<file path="src/hw/rtl/twdws_pkg.sv">
package twdws_pkg;

    // Part of a frame being sent
    typedef enum logic [1:0] {
        STAGE_START = 2'd0,
        STAGE_BITS  = 2'd1,
        STAGE_TAIL  = 2'd2
    } stage_t;

    // Configuration register indexes
    localparam logic [1:0] CFG_DATA_CMD  = 2'd0;
    localparam logic [1:0] CFG_ADDR_CMD  = 2'd1;
    localparam logic [1:0] CFG_TRAIL     = 2'd2;
    localparam logic [1:0] CFG_DISP_CMD  = 2'd3;

    // Configuration reset values
    localparam logic [7:0] DATA_CMD_RST  = 8'h40;
    localparam logic [7:0] ADDR_CMD_RST  = 8'hC0;
    localparam logic [7:0] TRAIL_RST     = 8'h00;
    localparam logic [7:0] DISP_CMD_RST  = 8'h88;

    // Frame numbering and counter limits
    localparam logic [1:0] FRAME_FIRST   = 2'd0;
    localparam logic [1:0] FRAME_ADDR    = 2'd1;
    localparam logic [1:0] FRAME_LAST    = 2'd2;
    localparam logic [1:0] ADDR_FRAME_LEN = 2'd3;
    localparam logic [1:0] OTHER_FRAME_LEN = 2'd1;
    localparam logic [2:0] BIT_LAST      = 3'd7;
    localparam logic [2:0] TAIL_LAST     = 3'd5;

    // Line state bit positions
    localparam int CLK_POS = 0;
    localparam int DIO_POS = 1;

    // Byte number b of frame f
    function automatic logic [7:0] frame_byte(
        input logic [1:0] f,
        input logic [1:0] b,
        input logic [7:0] data_cmd,
        input logic [7:0] addr_cmd,
        input logic [7:0] held,
        input logic [7:0] trail,
        input logic [7:0] disp_cmd
    );
        logic [7:0] r;
        if (f == FRAME_FIRST)
        begin
            r = data_cmd;
        end
        else if (f == FRAME_ADDR)
        begin
            if (b == 2'd0)
            begin
                r = addr_cmd;
            end
            else if (b == 2'd1)
            begin
                r = held;
            end
            else
            begin
                r = trail;
            end
        end
        else
        begin
            r = disp_cmd;
        end
        return r;
    endfunction

endpackage

</file>
<file path="src/hw/rtl/two_wire_display_write_sequencer.sv">
// Open-drain two-wire display write sequencer. A start request (func = 1) latches the display
// byte and opens a three-frame transfer; it is ignored while a transfer is running. Each tick
// request (func = 0) then moves the clock and data lines by one waveform step: a start tick,
// three ticks per bit LSB first, and a six-tick acknowledge-and-stop tail per frame, 141 ticks
// in all. done_res marks the last tick. Every request gives one result in the cycle after it is
// accepted; the block takes one request per clock while the result is not stalled, set by a
// single register stage holding the sequencer counters and the result register, which a
// stalled output holds while a new request is still accepted once the result is taken in the
// same cycle. Configuration bytes are read when each byte is loaded for shifting.
module two_wire_display_write_sequencer (
    input  logic       clk,
    input  logic       rst_n,
    // configuration write port
    input  logic       cfg_wr_en,
    input  logic [1:0] cfg_addr,
    input  logic [7:0] cfg_wdata,
    // request channel
    input  logic       in_valid,
    output logic       in_ready,
    input  logic       func,
    input  logic [7:0] value,
    // result channel
    output logic       out_valid,
    input  logic       out_ready,
    output logic       clk_low,
    output logic       dio_low,
    output logic       busy_res,
    output logic       done_res
);

    // configuration registers
    logic [7:0] data_cmd_reg;
    logic [7:0] addr_cmd_reg;
    logic [7:0] trail_reg;
    logic [7:0] disp_cmd_reg;

    // sequencer state
    logic [1:0]          frame_reg,  frame_next;
    logic [1:0]          byte_reg,   byte_next;
    logic [2:0]          bit_reg,    bit_next;
    logic [2:0]          phase_reg,  phase_next;
    logic [7:0]          shift_reg,  shift_next;
    logic [7:0]          held_reg,   held_next;
    logic                active_reg, active_next;
    logic [1:0]          line_reg,   line_next;
    twdws_pkg::stage_t   stage_reg,  stage_next;

    // result register
    logic out_valid_reg, out_valid_next;
    logic clk_low_reg,   clk_low_next;
    logic dio_low_reg,   dio_low_next;
    logic busy_reg,      busy_next;
    logic done_reg,      done_next;

    logic accept;

    assign in_ready = !out_valid_reg || out_ready;
    assign accept   = in_valid && in_ready;

    // configuration writes
    always_ff @(posedge clk or negedge rst_n)
    begin
        if (!rst_n)
        begin
            data_cmd_reg <= twdws_pkg::DATA_CMD_RST;
            addr_cmd_reg <= twdws_pkg::ADDR_CMD_RST;
            trail_reg    <= twdws_pkg::TRAIL_RST;
            disp_cmd_reg <= twdws_pkg::DISP_CMD_RST;
        end
        else if (cfg_wr_en)
        begin
            case (cfg_addr)
                twdws_pkg::CFG_DATA_CMD: data_cmd_reg <= cfg_wdata;
                twdws_pkg::CFG_ADDR_CMD: addr_cmd_reg <= cfg_wdata;
                twdws_pkg::CFG_TRAIL:    trail_reg    <= cfg_wdata;
                twdws_pkg::CFG_DISP_CMD: disp_cmd_reg <= cfg_wdata;
                default: ;
            endcase
        end
    end

    // next state and result for one request
    always_comb
    begin
        logic [1:0] frame_len;
        frame_next     = frame_reg;
        byte_next      = byte_reg;
        bit_next       = bit_reg;
        phase_next     = phase_reg;
        shift_next     = shift_reg;
        held_next      = held_reg;
        active_next    = active_reg;
        line_next      = line_reg;
        stage_next     = stage_reg;
        busy_next      = busy_reg;
        done_next      = done_reg;
        clk_low_next   = clk_low_reg;
        dio_low_next   = dio_low_reg;
        out_valid_next = out_valid_reg && !out_ready;
        frame_len      = (frame_reg == twdws_pkg::FRAME_ADDR) ?
                         twdws_pkg::ADDR_FRAME_LEN : twdws_pkg::OTHER_FRAME_LEN;

        if (accept)
        begin
            busy_next = active_reg;
            done_next = 1'b0;
            if (func)
            begin
                busy_next = 1'b1;
                if (!active_reg)
                begin
                    held_next   = value;
                    active_next = 1'b1;
                    frame_next  = twdws_pkg::FRAME_FIRST;
                    byte_next   = 2'd0;
                    bit_next    = 3'd0;
                    phase_next  = 3'd0;
                    stage_next  = twdws_pkg::STAGE_START;
                end
            end
            else if (active_reg)
            begin
                case (stage_reg)
                    twdws_pkg::STAGE_START:
                    begin
                        line_next[twdws_pkg::DIO_POS] = 1'b1;
                        stage_next = twdws_pkg::STAGE_BITS;
                        byte_next  = 2'd0;
                        bit_next   = 3'd0;
                        phase_next = 3'd0;
                        shift_next = twdws_pkg::frame_byte(frame_reg, 2'd0, data_cmd_reg,
                            addr_cmd_reg, held_reg, trail_reg, disp_cmd_reg);
                    end
                    twdws_pkg::STAGE_BITS:
                    begin
                        if (phase_reg == 3'd0)
                        begin
                            line_next[twdws_pkg::CLK_POS] = 1'b1;
                            phase_next = 3'd1;
                        end
                        else if (phase_reg == 3'd1)
                        begin
                            line_next[twdws_pkg::DIO_POS] = !shift_reg[0];
                            phase_next = 3'd2;
                        end
                        else
                        begin
                            line_next[twdws_pkg::CLK_POS] = 1'b0;
                            phase_next = 3'd0;
                            shift_next = {1'b0, shift_reg[7:1]};
                            bit_next   = bit_reg + 3'd1;
                            if (bit_reg == twdws_pkg::BIT_LAST)
                            begin
                                byte_next = byte_reg + 2'd1;
                                if (byte_next >= frame_len)
                                begin
                                    stage_next = twdws_pkg::STAGE_TAIL;
                                end
                                else
                                begin
                                    shift_next = twdws_pkg::frame_byte(frame_reg, byte_next,
                                        data_cmd_reg, addr_cmd_reg, held_reg, trail_reg,
                                        disp_cmd_reg);
                                end
                            end
                        end
                    end
                    default:
                    begin
                        // acknowledge and stop tail
                        case (phase_reg)
                            3'd0:
                            begin
                                line_next[twdws_pkg::CLK_POS] = 1'b1;
                                line_next[twdws_pkg::DIO_POS] = 1'b0;
                            end
                            3'd1: line_next[twdws_pkg::CLK_POS] = 1'b0;
                            3'd2: line_next[twdws_pkg::CLK_POS] = 1'b1;
                            3'd3: line_next[twdws_pkg::DIO_POS] = 1'b1;
                            3'd4: line_next[twdws_pkg::CLK_POS] = 1'b0;
                            default: line_next[twdws_pkg::DIO_POS] = 1'b0;
                        endcase
                        if (phase_reg >= twdws_pkg::TAIL_LAST)
                        begin
                            phase_next = 3'd0;
                            stage_next = twdws_pkg::STAGE_START;
                            if (frame_reg >= twdws_pkg::FRAME_LAST)
                            begin
                                done_next   = 1'b1;
                                active_next = 1'b0;
                                frame_next  = twdws_pkg::FRAME_FIRST;
                                byte_next   = 2'd0;
                                bit_next    = 3'd0;
                            end
                            else
                            begin
                                frame_next = frame_reg + 2'd1;
                            end
                        end
                        else
                        begin
                            phase_next = phase_reg + 3'd1;
                        end
                    end
                endcase
            end
            clk_low_next   = line_next[twdws_pkg::CLK_POS];
            dio_low_next   = line_next[twdws_pkg::DIO_POS];
            out_valid_next = 1'b1;
        end
    end

    // sequencer control state
    always_ff @(posedge clk or negedge rst_n)
    begin
        if (!rst_n)
        begin
            frame_reg     <= twdws_pkg::FRAME_FIRST;
            byte_reg      <= 2'd0;
            bit_reg       <= 3'd0;
            phase_reg     <= 3'd0;
            active_reg    <= 1'b0;
            line_reg      <= 2'd0;
            stage_reg     <= twdws_pkg::STAGE_START;
            out_valid_reg <= 1'b0;
        end
        else
        begin
            frame_reg     <= frame_next;
            byte_reg      <= byte_next;
            bit_reg       <= bit_next;
            phase_reg     <= phase_next;
            active_reg    <= active_next;
            line_reg      <= line_next;
            stage_reg     <= stage_next;
            out_valid_reg <= out_valid_next;
        end
    end

    // payload registers
    always_ff @(posedge clk)
    begin
        shift_reg   <= shift_next;
        held_reg    <= held_next;
        clk_low_reg <= clk_low_next;
        dio_low_reg <= dio_low_next;
        busy_reg    <= busy_next;
        done_reg    <= done_next;
    end

    assign out_valid = out_valid_reg;
    assign clk_low   = clk_low_reg;
    assign dio_low   = dio_low_reg;
    assign busy_res  = busy_reg;
    assign done_res  = done_reg;

endmodule
</file>
<file path="config.mk">
export PLATFORM = sky130hd
export DESIGN_NAME = two_wire_display_write_sequencer
export DESIGN_NICKNAME = d
export VERILOG_FILES = /design/src/hw/rtl/twdws_pkg.sv /design/src/hw/rtl/two_wire_display_write_sequencer.sv
export SDC_FILE = /design/constraint.sdc
export NUM_CORES = 1
export LEC_CHECK = 0
export BUFFER_PORTS_ARGS = -buffer_cell sky130_fd_sc_hd__buf_2
export CAP_MARGIN = 20
export CORE_MARGIN = 4
export CORE_UTILIZATION = 60
export CTS_CLUSTER_DIAMETER = 50
export DETAILED_ROUTE_END_ITERATION = 8
export PLACE_DENSITY = 0.92
export SYNTH_ARGS = -nofsm -noshare
export SYNTH_HDL_FRONTEND = slang
export SYNTH_SLANG_ARGS = --single-unit
</file>
<file path="constraint.sdc">
create_clock -name clk -period 2.5 [get_ports clk]
set_input_delay 0.375 -clock clk [delete_from_list [all_inputs] [get_ports clk]]
set_output_delay 0.375 -clock clk [all_outputs]
set_load 0.01 [all_outputs]
</file>
## After elaboration in Yosys (flattened, before gate mapping)

Index checks and enable logic that the tools add are counted.

- Add/subtract/negate cells: 4
- Magnitude comparators: 3
- Equality and inequality tests: 19
- Multiplexer cells: 65
- Bitwise operators: 3
- Reductions and logical operators: 32

Operator list:

| kind | count |
|---|---|
| 2-to-1 mux 8 bit | 10 |
| 2-to-1 mux 2 bit | 25 |
| 2-to-1 mux 3 bit | 10 |
| case mux 8 bit (2 select lines) | 1 |
| AND reduction 8 bit | 2 |
| inequality test 3 bit (second input constant) | 4 |
| case mux 3 bit (2 select lines) | 2 |
| 2-to-1 mux 1 bit | 11 |
| == test 2 x 1 -> 1 bit (second input constant) | 4 |
| zero test 2 bit | 4 |
| case mux 1 bit (2 select lines) | 4 |
| case mux 2 bit (2 select lines) | 2 |
| AND reduction 2 bit | 4 |
| nonzero test 4 bit | 2 |
| AND reduction 7 bit | 1 |
| adder 3 x 1 -> 3 bit (second input constant) | 2 |
| == test 3 x 2 -> 1 bit (second input constant) | 2 |
| == test 3 bit (second input constant) | 2 |
| inequality test 2 bit (second input constant) | 3 |
| AND reduction 3 bit | 2 |
| AND reduction 6 bit | 1 |
| nonzero test 2 bit | 3 |
| OR reduction 2 bit | 3 |
| AND reduction 5 bit | 1 |
| 14 further kinds | 21 |

- Register bits: 68

## Logic depth before layout (Yosys ltp)

- Depth in word-level cells: 11
- Depth in mapped cells: 7

## Least setup slack after synthesis

OpenSTA, ideal clock, no wires.

- Kind: register -> register
- Start: register out_valid_reg (netlist: out_valid)
- End: register shift_reg[0], enable pin
- Arrival time: 1,744 ps
- Required time: 2,114 ps
- Slack: 369 ps
- Stages on the path, launching flop included: 7
- Path buffers: 1
- Clock period less this slack: 2,131 ps
- Path through: dfrtp_1 nand2b_1 buf_4 nand2_1 inv_1 nand3_1 a211oi_1

- Word-level cells in the longest chain between the ends: 4

Ends and longest elaborated chain:

| item | RTL line | text |
|---|---|---|
| start, declared | two_wire_display_write_sequencer.sv:49 | `logic out_valid_reg, out_valid_next;` |
| start signal, assigned | two_wire_display_write_sequencer.sv:236 | `out_valid_reg <= out_valid_next;` |
| zero test 1 bit | two_wire_display_write_sequencer.sv:57 | `assign in_ready = !out_valid_reg \|\| out_ready;` |
| logical OR 1 bit | two_wire_display_write_sequencer.sv:57 |  |
| named net in_ready | two_wire_display_write_sequencer.sv:19 | `output logic in_ready,` |
| logical AND 1 bit | two_wire_display_write_sequencer.sv:58 | `assign accept = in_valid && in_ready;` |
| named net accept | two_wire_display_write_sequencer.sv:55 | `logic accept;` |
| AND reduction 6 bit (no source line) | - |  |
| end signal, assigned | two_wire_display_write_sequencer.sv:243 | `shift_reg <= shift_next;` |
| end, declared | two_wire_display_write_sequencer.sv:42 | `logic [7:0] shift_reg, shift_next;` |

The timed path passes the listed nets, and every way through them passes these cells.
A chain may end at the register's enable or synchronous reset.

## Final worst setup path

- Start: register phase_reg[1]
- End: register stage_reg[0]

- Word-level cells in the longest chain between the ends: 3

Ends and longest elaborated chain:

| item | RTL line | text |
|---|---|---|
| start, declared | two_wire_display_write_sequencer.sv:41 | `logic [2:0] phase_reg, phase_next;` |
| start signal, assigned | two_wire_display_write_sequencer.sv:232 | `phase_reg <= phase_next;` |
| greater-or-equal comparator 3 bit, or another cell as far along | two_wire_display_write_sequencer.sv:183 | `if (phase_reg >= twdws_pkg::TAIL_LAST)` |
| nonzero test 4 bit (no source line) or inequality test 3 bit (tied branches) | - |  |
| AND reduction 8 bit (no source line) (*) | - |  |
| end signal, assigned | two_wire_display_write_sequencer.sv:224 | `stage_reg <= twdws_pkg::STAGE_START;` |
| end signal, assigned | two_wire_display_write_sequencer.sv:235 | `stage_reg <= stage_next;` |
| end, declared | two_wire_display_write_sequencer.sv:46 | `twdws_pkg::stage_t stage_reg, stage_next;` |

Every way passes the cells marked *; elsewhere a longest branch is shown, timed or not.

==> results.md <==
* Outcome: complete, no violations
* PostCTS Resize Cnt at 0
* Xor and xnor fraction of the mapped netlist area at 0%
* Critical Path RT at 2730 ps
* CP Data Arrival Time at approximately 2400 ps
* Slowest cell on crit path: dfrtp_1
* Worst Setup Start Kind: flop
* Die extent in y at 86.2 um
* R2R cell count at 7
* CTS clk-pin slew, worst paths at 80 ps
* Synth Area in Compound Gates at 14.6%
* Final setup vio count at 0
* Post-CTS Hold Fix Bufs at 0
* Static leakage at 1.68 nW
* Die span in x at 86.2 um
* Power Total at 2.97 mW
* Initial core utilization at 61.9%
* Gate Count Post-Synth at between 300 and 400
* Crit path buffers/inverters at 2
* Worst path depth at 7
* Global-route wire length before repair at between 10,000 and 15,000 um
* Simple-gate portion of the synthesized area at roughly 14%
* Vias in the first global route at around 2,800
* Post-synthesis mux area share at 13.9%
* CP Class: reg2reg
* Post-CTS Setup Repair Bufs at 0
* Worst-Margin Slew at 778 ps
* Clock Path Buffers at 2
* Tot GR Track Use at 22.8%
* Final instance area at 4060 um^2
* Worst slew margin at 47.9%
* Commonest register cell after synthesis: dfrtp_1
* CP top delay family: simple AND/OR/NAND/NOR gates
* Max Slew Vio Count at 0
* Post-DP Area at about 3900 um^2
* Final Skew at 6.88 ps
* Most frequent cells in the layout: 43 x dfrtp_1, 38 x mux2_2, 29 x buf_2
* Netlist cell types at 58
* Ys Warns at 0
* Largest net degree at the start of global routing at 49
* Worst-skew pair later-pin latency at 340 ps
* NumNets Final at 385
* Fin crit share at 86.1%
* Via density at 6.19
* Number of diodes at 0
* Via Count at ~2,600
* Number of flops mapped to enable cells by yosys at 20
* Largest family of logic cells by synthesized area: compound AO/OA/AOI/OAI gates
* H-tree depth at 3
* Synthesized area at 3670 um^2
* Yosys reg bits at slightly below 70
* Dpl hpwl at 5390 um
* Crit path time final at 2150 ps
* Synth Net Count at 352
* DR WL/cell at 18.1 um
* Core area at 5920 um^2
* Drt pass-1 iters at 4
* Final WL at 7730 um
* Critical Path, Cell by Cell: inv_1, ha_1, o31ai_1, buf_4, nand2_1, nor4b_1, mux2_2
* Area Growth Syn to Fin at 10.8%
* Final non-filler cell total at 427
* Critical Path Sink Type: flop
* CP max stage delay at 440 ps
* Max_cap viols at 0
* # rows at 28
* Fmax at approximately 460 MHz
* RSZ-0062 raised after global routing: false
* DRC at 0
* Adder-cell area share of the yosys netlist at 4.78%
* Initial antenna violation count at 0
* Post-synthesis sequential area ratio at between 40% and 50%
* GPL Wtd Cong at between 0.9 and 1
* Fin Setup TNS at 0 ps
* Reg2reg setup slack at about 350 ps
* CTS tree: yes
* CTS sink count at 68
* PwrDens at between 700 and 800 nW/um^2
* Worst hold slack at 128 ps
* Post-synth ARST share at 70.6%
* Die Area at 7420 um^2
* Worst vdd ir at around 0.51 mV
* Most common cell after layout, fill and taps aside: dfrtp_1
* Avg Synthesized Cell Area at 11.7 um^2
* Final hold vios at 0
* Hold Path Class: in2async
* CTS Root Cell: clkbuf_8
* Final ANT Viol Nets at 0
* Cell Count Post-Placement at 411
* Total CTS buffers at 9
* First-iteration detailed-routing DRC count at approximately 200
* Total grt overflow at 0
* Share of layout cells above drive strength 1 at 31.0%
* Port Buffers at 29
* Crit path max fanout at 6
* IO Pins at 30
## cell type report
class                           instances  area (um^2)
Clock buffer                           11          141
Multi-Input combinational cell        217         1730
Fill cell                             429         1860
Clock inverter                          5         37.5
Timing Repair Buffer                   36          198
Tap cell                               75         93.8
Sequential cell                        68         1810
Inverter                               15         56.3
## routing by layer
| metal | track usage, % | wire length, um | vias to the layer above |
|---|---|---|---|
| met4 | 10.4 | 151 | 0 |
| met1 | 27.4 | 3210 | 1294 |
| met5 | 0 | 0 | - |
| met2 | 38.9 | 3920 | 86 |
| li1 | - | - | 1245 |
| met3 | 5.19 | 456 | 20 |
## logic make-up after synthesis
group,after synthesis
mux,46
fa+ha+maj,14
flops,68
simple gates,89
buf+inv,29
compound gates,68
## power by group
group / total [mW] / internal [mW] / switching [mW] / leakage (nW)
logic: 0.712 / 0.351 / 0.361 / 0.841
registers: 1.43 / 1.32 / 0.109 / 0.748
clock network: 0.820 / 0.389 / 0.432 / 0.0855
total: 2.97 / 2.06 / 0.902 / 1.68
## stage by stage
stage	util, %	worst slack, ps
after CTS	68.6	343
final	68.6	348
after global routing	68.6	215
after detailed placement	65.6	359
after global placement	65.6	420
after floorplan	-	369
## synth_stat cells (4+ instances only)
cell,instances,share of area [%]
nand4_1,4,0.68
nor2b_1,14,2.4
mux2_2,38,12
dfstp_2,5,3.6
buf_2,4,0.55
nand2_1,21,2.2
edfxtp_1,20,16
o211ai_1,5,1.0
mux2i_1,8,2.2
inv_1,14,1.4
nor2_1,14,1.4
nand2b_1,6,1.0
nor3_1,4,0.55
dfrtp_1,43,29
a211oi_1,7,1.4
o21ai_0,9,1.2
nand3_1,6,0.82
a21oi_1,7,0.96
a211o_1,7,1.7
ha_1,14,4.8
a32oi_1,7,1.7
clkbuf_1,5,0.51
## worst paths after layout
| kind | start | to |
|---|---|---|
| min in group clk | value[5] | held_reg[5] |
| worst min-delay path | rst_n | active_reg |
| worst min register to register | data_cmd_reg[4] | data_cmd_reg[4] |
| worst max register to register | phase_reg[1] | stage_reg[0] |
| worst max-delay path | phase_reg[1] | stage_reg[0] |
| max in group asynchronous | rst_n | trail_reg[3] |
Note: power is estimated with default switching activity, not from simulation.
